<file path="src/sv/psds_pkg.sv">
// Package: sizes, codes and item types of the pending slot discovery scheduler.
`default_nettype none

package psds_pkg;

  localparam int SLOT_COUNT = 1024;
  localparam int WORD_BITS  = 32;
  localparam int WORD_COUNT = (SLOT_COUNT + WORD_BITS - 1) / WORD_BITS;
  localparam int SLOT_W     = $clog2(SLOT_COUNT);
  localparam int WA_W       = $clog2(WORD_COUNT);
  localparam int WB_W       = $clog2(WORD_BITS);
  localparam int CHOSEN_W   = 10;

  typedef enum logic [1:0] {
    CMD_REPORT = 2'd0,
    CMD_TICK   = 2'd1,
    CMD_INJECT = 2'd2
  } cmd_e;

  typedef enum logic [2:0] {
    ST_RECORDED = 3'd0,
    ST_REJECTED = 3'd1,
    ST_IDLE     = 3'd2,
    ST_PROBE    = 3'd3,
    ST_ONLINE   = 3'd4
  } status_e;

  typedef enum logic [1:0] {
    NODE_UNKNOWN = 2'd0,
    NODE_PROBING = 2'd1,
    NODE_ACTIVE  = 2'd2
  } node_state_e;

  typedef enum logic [2:0] {
    S_CLEAR,
    S_IDLE,
    S_RPT,
    S_SCAN,
    S_RESP
  } state_e;

  typedef struct packed {
    logic [1:0]  cmd;
    logic [15:0] slot;
    logic        key_present;
    logic [31:0] identity_key;
  } in_item_t;

  typedef struct packed {
    logic [2:0]          status;
    logic [CHOSEN_W-1:0] chosen_slot;
    logic [1:0]          new_node_state;
    logic                event_valid;
    logic [31:0]         event_key;
  } out_item_t;

endpackage

`default_nettype wire

</file>
<file path="src/sv/pending_slot_discovery_scheduler.sv">
// Top level: pending bitmap, node state table and the sequencer that serves them.
//
//  channel | dir | handshake              | payload
//  --------+-----+------------------------+---------------------------------
//  in      | in  | in_valid_i/in_ready_o  | in_item_i  (cmd, slot, key)
//  out     | out | out_valid_o/out_ready_i| out_item_o (status, slot, event)
//
// Report: read the bitmap word on accept, write it back in S_RPT, then S_RESP
// loads the output register. Inject and reject go straight to S_RESP. Tick:
// one bitmap word per cycle through the single read port of the bitmap memory,
// lowest word first. After reset a clearing pass over all SLOT_COUNT (1024)
// entries zeroes the node table; no item is taken meanwhile. A stalled output
// holds the result; the next item is accepted while it waits.
`default_nettype none

module pending_slot_discovery_scheduler (
  input  wire logic                 clk_i,
  input  wire logic                 rst_ni,
  input  wire logic                 in_valid_i,
  output logic                      in_ready_o,
  input  wire psds_pkg::in_item_t   in_item_i,
  output logic                      out_valid_o,
  input  wire logic                 out_ready_i,
  output psds_pkg::out_item_t       out_item_o
);
  import psds_pkg::*;

  state_e state_q, state_d;

  // bitmap memory, one valid bit per word stands in for the reset value
  logic [WORD_BITS-1:0]  pend_mem [WORD_COUNT];
  logic [WORD_COUNT-1:0] word_vld_q, word_vld_d;
  logic [WORD_BITS-1:0]  rd_word_q;
  logic                  rd_vld_q;
  logic [WA_W-1:0]       rd_addr, chk_addr_q;
  logic                  pend_we;
  logic [WA_W-1:0]       pend_waddr;
  logic [WORD_BITS-1:0]  pend_wdata;
  logic [WORD_BITS-1:0]  word;

  // node state memory, cleared by a sweep after reset
  logic [1:0]            node_mem [SLOT_COUNT];
  logic [1:0]            node_rd_q;
  logic [SLOT_W-1:0]     node_rd_addr;
  logic                  node_we;
  logic [SLOT_W-1:0]     node_waddr;
  logic [1:0]            node_wdata;

  logic [SLOT_W-1:0]     clr_cnt_q, clr_cnt_d;
  logic [SLOT_W-1:0]     slot_q, slot_d;
  out_item_t             res_q, res_d;
  out_item_t             out_q, out_d;
  logic                  out_valid_q, out_valid_d;

  logic                  accept;
  logic                  in_range;
  logic [WB_W-1:0]       pos;

  assign word     = rd_vld_q ? rd_word_q : '0;
  assign accept   = in_valid_i && in_ready_o;
  assign in_range = {1'b0, in_item_i.slot} < 17'(SLOT_COUNT);

  // lowest set bit of the word under check
  always_comb begin
    pos = '0;
    for (int b = WORD_BITS - 1; b >= 0; b--) begin
      if (word[b]) pos = WB_W'(b);
    end
  end

  always_comb begin
    state_d      = state_q;
    in_ready_o   = 1'b0;
    rd_addr      = chk_addr_q + WA_W'(1);
    node_rd_addr = in_item_i.slot[SLOT_W-1:0];
    pend_we      = 1'b0;
    pend_waddr   = chk_addr_q;
    pend_wdata   = word;
    word_vld_d   = word_vld_q;
    node_we      = 1'b0;
    node_waddr   = clr_cnt_q;
    node_wdata   = NODE_UNKNOWN;
    clr_cnt_d    = clr_cnt_q;
    slot_d       = slot_q;
    res_d        = res_q;
    out_d        = out_q;
    out_valid_d  = out_valid_q && !out_ready_i;

    unique case (state_q)
      S_CLEAR: begin
        node_we   = 1'b1;
        clr_cnt_d = clr_cnt_q + SLOT_W'(1);
        if (clr_cnt_q == SLOT_W'(SLOT_COUNT - 1)) state_d = S_IDLE;
      end
      S_IDLE: begin
        in_ready_o = 1'b1;
        rd_addr    = (in_item_i.cmd == CMD_TICK) ? '0 :
                     in_item_i.slot[SLOT_W-1:WB_W];
        if (accept) begin
          slot_d = in_item_i.slot[SLOT_W-1:0];
          res_d  = '0;
          priority if (in_item_i.cmd == CMD_REPORT && in_range) begin
            state_d = S_RPT;
          end else if (in_item_i.cmd == CMD_TICK) begin
            state_d = S_SCAN;
          end else if (in_item_i.cmd == CMD_INJECT && in_range &&
                       in_item_i.key_present) begin
            node_we              = 1'b1;
            node_waddr           = in_item_i.slot[SLOT_W-1:0];
            node_wdata           = NODE_ACTIVE;
            res_d.status         = ST_ONLINE;
            res_d.chosen_slot    = in_item_i.slot[CHOSEN_W-1:0];
            res_d.new_node_state = NODE_ACTIVE;
            res_d.event_valid    = 1'b1;
            res_d.event_key      = in_item_i.identity_key;
            state_d              = S_RESP;
          end else begin
            res_d.status = ST_REJECTED;
            state_d      = S_RESP;
          end
        end
      end
      S_RPT: begin
        // chk_addr_q holds the address of the word read on accept
        pend_we                  = 1'b1;
        pend_wdata               = word | (WORD_BITS'(1) << slot_q[WB_W-1:0]);
        word_vld_d[chk_addr_q]   = 1'b1;
        res_d.status             = ST_RECORDED;
        res_d.chosen_slot        = CHOSEN_W'(slot_q);
        res_d.new_node_state     = node_rd_q;
        state_d                  = S_RESP;
      end
      S_SCAN: begin
        if (word != '0) begin
          pend_we                = 1'b1;
          pend_wdata             = word & ~(WORD_BITS'(1) << pos);
          word_vld_d[chk_addr_q] = 1'b1;
          node_we                = 1'b1;
          node_waddr             = SLOT_W'({chk_addr_q, pos});
          node_wdata             = NODE_PROBING;
          res_d.status           = ST_PROBE;
          res_d.chosen_slot      = CHOSEN_W'({chk_addr_q, pos});
          res_d.new_node_state   = NODE_PROBING;
          state_d                = S_RESP;
        end else if (chk_addr_q == WA_W'(WORD_COUNT - 1)) begin
          res_d.status = ST_IDLE;
          state_d      = S_RESP;
        end
      end
      S_RESP: begin
        if (!out_valid_q || out_ready_i) begin
          out_valid_d = 1'b1;
          out_d       = res_q;
          state_d     = S_IDLE;
        end
      end
      default: state_d = S_IDLE;
    endcase
  end

  always_ff @(posedge clk_i or negedge rst_ni) begin
    if (!rst_ni) begin
      state_q     <= S_CLEAR;
      clr_cnt_q   <= '0;
      word_vld_q  <= '0;
      rd_vld_q    <= 1'b0;
      out_valid_q <= 1'b0;
    end else begin
      state_q     <= state_d;
      clr_cnt_q   <= clr_cnt_d;
      word_vld_q  <= word_vld_d;
      rd_vld_q    <= word_vld_q[rd_addr];
      out_valid_q <= out_valid_d;
    end
  end

  always_ff @(posedge clk_i) begin
    chk_addr_q <= rd_addr;
    slot_q     <= slot_d;
    res_q      <= res_d;
    out_q      <= out_d;
  end

  always_ff @(posedge clk_i) begin
    if (pend_we) pend_mem[pend_waddr] <= pend_wdata;
    rd_word_q <= pend_mem[rd_addr];
  end

  always_ff @(posedge clk_i) begin
    if (node_we) node_mem[node_waddr] <= node_wdata;
    node_rd_q <= node_mem[node_rd_addr];
  end

  assign out_valid_o = out_valid_q;
  assign out_item_o  = out_q;

  a_accept_busy: assert property (@(posedge clk_i) disable iff (!rst_ni)
    accept |=> !in_ready_o)
    else $error("accepted item did not make the block busy");

  a_event_online: assert property (@(posedge clk_i) disable iff (!rst_ni)
    out_valid_o |-> (out_item_o.event_valid == (out_item_o.status == ST_ONLINE)))
    else $error("event flag disagrees with status");

  a_probe_state: assert property (@(posedge clk_i) disable iff (!rst_ni)
    (out_valid_o && out_item_o.status == ST_PROBE) |->
      out_item_o.new_node_state == NODE_PROBING)
    else $error("probe result without probing state");

  a_reject_zero: assert property (@(posedge clk_i) disable iff (!rst_ni)
    (out_valid_o && (out_item_o.status == ST_REJECTED || out_item_o.status == ST_IDLE))
      |-> (out_item_o.chosen_slot == '0 && out_item_o.event_key == '0 &&
           out_item_o.new_node_state == NODE_UNKNOWN))
    else $error("empty result carries payload");

  a_pend_write_valid: assert property (@(posedge clk_i) disable iff (!rst_ni)
    pend_we |=> word_vld_q[$past(pend_waddr)])
    else $error("bitmap word written without valid bit");

endmodule

`default_nettype wire

</file>
<file path="config.mk">
export PLATFORM = sky130hd
export DESIGN_NAME = pending_slot_discovery_scheduler
export DESIGN_NICKNAME = d
export VERILOG_FILES = /design/src/sv/psds_pkg.sv /design/src/sv/pending_slot_discovery_scheduler.sv
export SDC_FILE = /design/constraint.sdc
export NUM_CORES = 2
export LEC_CHECK = 0
export BUFFER_PORTS_ARGS = -buffer_cell sky130_fd_sc_hd__buf_2
export CORE_ASPECT_RATIO = 1.25
export CORE_MARGIN = 2
export CORE_UTILIZATION = 40
export CTS_BUF_LIST = sky130_fd_sc_hd__clkbuf_16
export DETAILED_ROUTE_END_ITERATION = 10
export SETUP_SLACK_MARGIN = 0.05
export SLEW_MARGIN = 20
export SYNTH_ARGS = -nofsm -noshare
export SYNTH_HDL_FRONTEND = slang
export SYNTH_SLANG_ARGS = --single-unit
</file>
<file path="constraint.sdc">
create_clock -name clk_i -period 17.1 [get_ports clk_i]
set_input_delay 1.71 -clock clk_i [delete_from_list [all_inputs] [get_ports clk_i]]
set_output_delay 1.71 -clock clk_i [all_outputs]
set_load 0.02 [all_outputs]
</file>
==> results.sh <==
export IMPL_status="finished clean"
export IMPL_finClkSkew_ns=0.104
export IMPL_rsz0062_at_grt="no"
export IMPL_grt_ovfl_total=0
export IMPL_die_h_um=646
export IMPL_finalCritPeriodShare_pct=40.5
export IMPL_synthCells=7224
export IMPL_switching_share_pct=31.6
export IMPL_clock_fmax_mhz=144
export IMPL_gp_congestion=0.852
export IMPL_htree_levels=5
export IMPL_cts_path_max_buffers=4
export IMPL_crit_top_cell="buf_4"
export IMPL_clkSinkCount=3264
export IMPL_yosysTopAreaCellShare_pct=72.4
export IMPL_detail_route_antenna_nets=0
export IMPL_dp_hpwl_um=194000
export IMPL_remaining_drc_errors=0
export IMPL_pwr_share_comb_pct=23.7
export IMPL_drtIter0Drc=7282
export IMPL_slew_violations=0
export IMPL_seq_area_frac_synth_pct=73.9
export IMPL_cp_arrival_ns=7.44
export IMPL_grtUsageTotal_pct=20.6
export IMPL_grt_pass1_wl_um=506000
export IMPL_power_frac_seq_pct=43.6
export IMPL_clkTransAtPathRegs_ns=0.06
export IMPL_vias=70200
export IMPL_worst_pin_slew_ns=1.16
export IMPL_yosysWarnings=0
export IMPL_synthAdderAreaFrac_pct=0.0570
export IMPL_initial_core_util_pct=40.2
export IMPL_netlist_area_mm2=0.132
export IMPL_synth_compound_area_share_pct=2.55
export IMPL_area_delta_synth_final_pct=12.5
export IMPL_grt_pass1_vias=73100
export IMPL_synth_ff_type="edfxtp_1"
export IMPL_cp_cell_sequence="buf_2, nor4_2, and4b_4, mux2i_1, o22a_1, o21a_1, a211o_4, or2_4, buf_4, buf_4, nor2_1"
export IMPL_maxCapViolCount=0
export IMPL_power_density_mw_per_mm2=144
export IMPL_hold_path_class="flip-flop to flip-flop"
export IMPL_slew_headroom_pct=22.8
export IMPL_p_sw_mw=6.77
export IMPL_cp_data_required_time_ns=17.61
export IMPL_cts_tree="done"
export IMPL_core_rowCount=235
export IMPL_cp_slowest_cell="and4b_4"
export IMPL_async_flop_share_pct=1.44
export IMPL_wl_per_cell_um=29.1
export IMPL_worst_setup_path_start_kind="input pin"
export IMPL_die_area_mm2=0.334
export IMPL_via_per_inst=5.85
export IMPL_grt_max_degree=239
export IMPL_intPower_mw=14.6
export IMPL_dpl_cell_count=11400
export IMPL_ys_ff_latch=3264
export IMPL_synth_top_family_by_area="multiplexers"
export IMPL_fin_nets=7397
export IMPL_ys_types=87
export IMPL_muxShareOfSynthArea_pct=14.5
export IMPL_cpPeakStageDelay_ns=0.99
export IMPL_antenna_found_initial=17
export IMPL_synthSimpleGateAreaFrac_pct=7.10
export IMPL_syn_area_per_cell_um2=18.2
export IMPL_irDropWorstVdd_v=0.000325
export IMPL_worst_skew_pair_late_latency_ns=0.90
export IMPL_cp_end_kind="flip-flop"
export IMPL_hold_violations=0
export IMPL_fill_cells=27900
export IMPL_die_x_um=517
export IMPL_cts_resized=0
export IMPL_port_buffers=104
export IMPL_synth_most_common_cell="edfxtp_1"
export IMPL_layout_cells_non_filler=12000
export IMPL_drtPass1Iterations=8
export IMPL_synthTopCellsByArea="edfxtp_1, mux4_2, nor3_1"
export IMPL_synth_top_area_cell="edfxtp_1"
export IMPL_cts_setup_buffers=0
export IMPL_tns_ns=0
export IMPL_ioPinCount=105
export IMPL_ctsHoldBuffers=0
export IMPL_clockRootBuffer="clkbuf_16"
export IMPL_worstSetupPathType="input pin to flip-flop"
export IMPL_netlist_top_cells_count="edfxtp_1, mux4_2, nor3_1"
export IMPL_synth_fp_nets=7285
export IMPL_period_needed_ns=6.93
export IMPL_post_synth_xor_area_fraction_pct=0.0731
export IMPL_synth_edff_count=3178
export IMPL_total_leakage_power_nw=48.8
export IMPL_numCtsBuffers=330
export IMPL_drt_total_wl_um=349000
export IMPL_drive_gt1_share_pct=23.2
export IMPL_cp_max_fo=77
export IMPL_setup_viol=0
export IMPL_utilization_pct=45.2
export IMPL_coreArea_mm2=0.328
export IMPL_power_frac_clock_pct=32.8
==> stage by stage <==
| stage | hold slack, ns | total power, mW | cell area (um2) | worst slack [ns] |
|---|---|---|---|---|
| floorplan | 0.400 | 12.6 | 132000 | 5.30 |
| CTS | 0.417 | 21.6 | 148000 | 10.06 |
| detailed placement | 0.405 | 14.6 | 138000 | 9.20 |
| global placement | 0.400 | 14.6 | 138000 | 9.36 |
| global route | 0.421 | 22.1 | 148000 | 9.94 |
| finish | 0.418 | 21.4 | 148000 | 10.17 |
==> critical path: cells and delay by family <==
kind	cells	cell delay, ns
compound gates	3	0.87
simple gates	4	2.72
buf+inv	3	1.77
mux	1	0.29
==> flip-flops by register name (all words and copies together), names as in the netlist, 2 cells and up <==
| name | flops |
|---|---|
| chk_addr_q | 5 |
| clr_cnt_q | 10 |
| node_mem | 2048 |
| node_rd_q | 2 |
| out_item_o | 48 |
| pend_mem | 1024 |
| rd_word_q | 32 |
| res_q | 48 |
| slot_q | 10 |
| state_q | 3 |
| word_vld_q | 32 |
==> power by group through the flow <==
stage	Sequential, mW	Combinational, mW	Clock, mW
6_report	9.33	5.06	7.01
5_1_grt	9.33	5.38	7.42
4_1_cts	9.32	5.12	7.12
3_5_place_dp	9.49	5.11	0
3_3_place_gp	9.48	5.08	0
2_1_floorplan	9.45	3.18	0
==> cell usage in the layout (no fill, tap or decap), types with 14 or more instances in the layout <==
cell type | netlist | final
or2_2 | 43 | 42
dfrtp_1 | 47 | 47
nor2b_1 | 20 | 18
mux2i_1 | 102 | 102
buf_4 | 41 | 186
clkinv_2 | 0 | 65
dfxtp_1 | 39 | 39
nor2_1 | 510 | 475
o21ai_0 | 121 | 115
nand2b_1 | 26 | 22
edfxtp_1 | 3178 | 3178
clkinv_1 | 2 | 72
a221oi_1 | 29 | 29
clkbuf_16 | 0 | 338
nand3_1 | 89 | 88
o211ai_1 | 44 | 44
nand2_1 | 504 | 500
nand4_1 | 14 | 14
nor2_4 | 4 | 39
bufinv_16 | 0 | 26
nor3_1 | 608 | 605
a21oi_1 | 63 | 43
inv_1 | 16 | 87
buf_2 | 160 | 100
a22oi_1 | 82 | 82
nor3_2 | 25 | 25
and2_1 | 44 | 42
mux4_2 | 797 | 797
nor4_1 | 46 | 43
==> worst paths after layout <==
check / startpoint / end / slack [ns] / depth (start not counted)
max: in_item_i[48] / node_mem[812][0]$_DFFE_PP_ / 10.17 / 11
max in group asynchronous: rst_ni / word_vld_q[29]$_DFFE_PN0P_ / 15.48 / 2
min reg2reg: res_q[3]$_SDFFCE_PP0P_ / out_item_o[3]$_DFFE_PP_ / 0.42 / 0
min in group asynchronous: rst_ni / out_valid_o$_DFF_PN0_ / 0.99 / 2
max reg2reg: state_q[0]$_DFFE_PN0P_ / node_mem[812][0]$_DFFE_PP_ / 10.66 / 10
min: res_q[3]$_SDFFCE_PP0P_ / out_item_o[3]$_DFFE_PP_ / 0.42 / 0
==> per-layer routing <==
layer | vias up | share of wire, % | routed length, um | track usage, %
li1 | 29400 | - | - | -
met1 | 37400 | 39 | 135000 | 26.7
met2 | 2737 | 51 | 179000 | 35.4
met3 | 553 | 6.7 | 23300 | 3.19
met4 | 20 | 3.2 | 11300 | 6.67
met5 | - | 0.075 | 260 | 0.321
==> cells by family (layout without fill, tap and decap cells) <==
group | count (synthesis) | after routing
compound gates | 480 | 480
xor+xnor | 11 | 11
fa+ha+maj | 6 | 6
buf+inv | 548 | 927
flops | 3264 | 3264
mux | 908 | 908
other cells | 0 | 9
simple gates | 2007 | 2007
==> final cells by class <==
class | instances | area [um2] | share of cell area [%]
Clock buffer | 338 | 8460 | 5.70
Timing Repair Buffer | 309 | 2310 | 1.56
Clock inverter | 261 | 1950 | 1.31
Tap cell | 4384 | 5490 | 3.70
Antenna cell | 9 | 22.5 | 0.0152
Sequential cell | 3264 | 97400 | 65.7
Multi-Input combinational cell | 3412 | 32600 | 22.0
Inverter | 19 | 82.6 | 0.0557
Note: power is estimated with default switching activity, not from simulation.
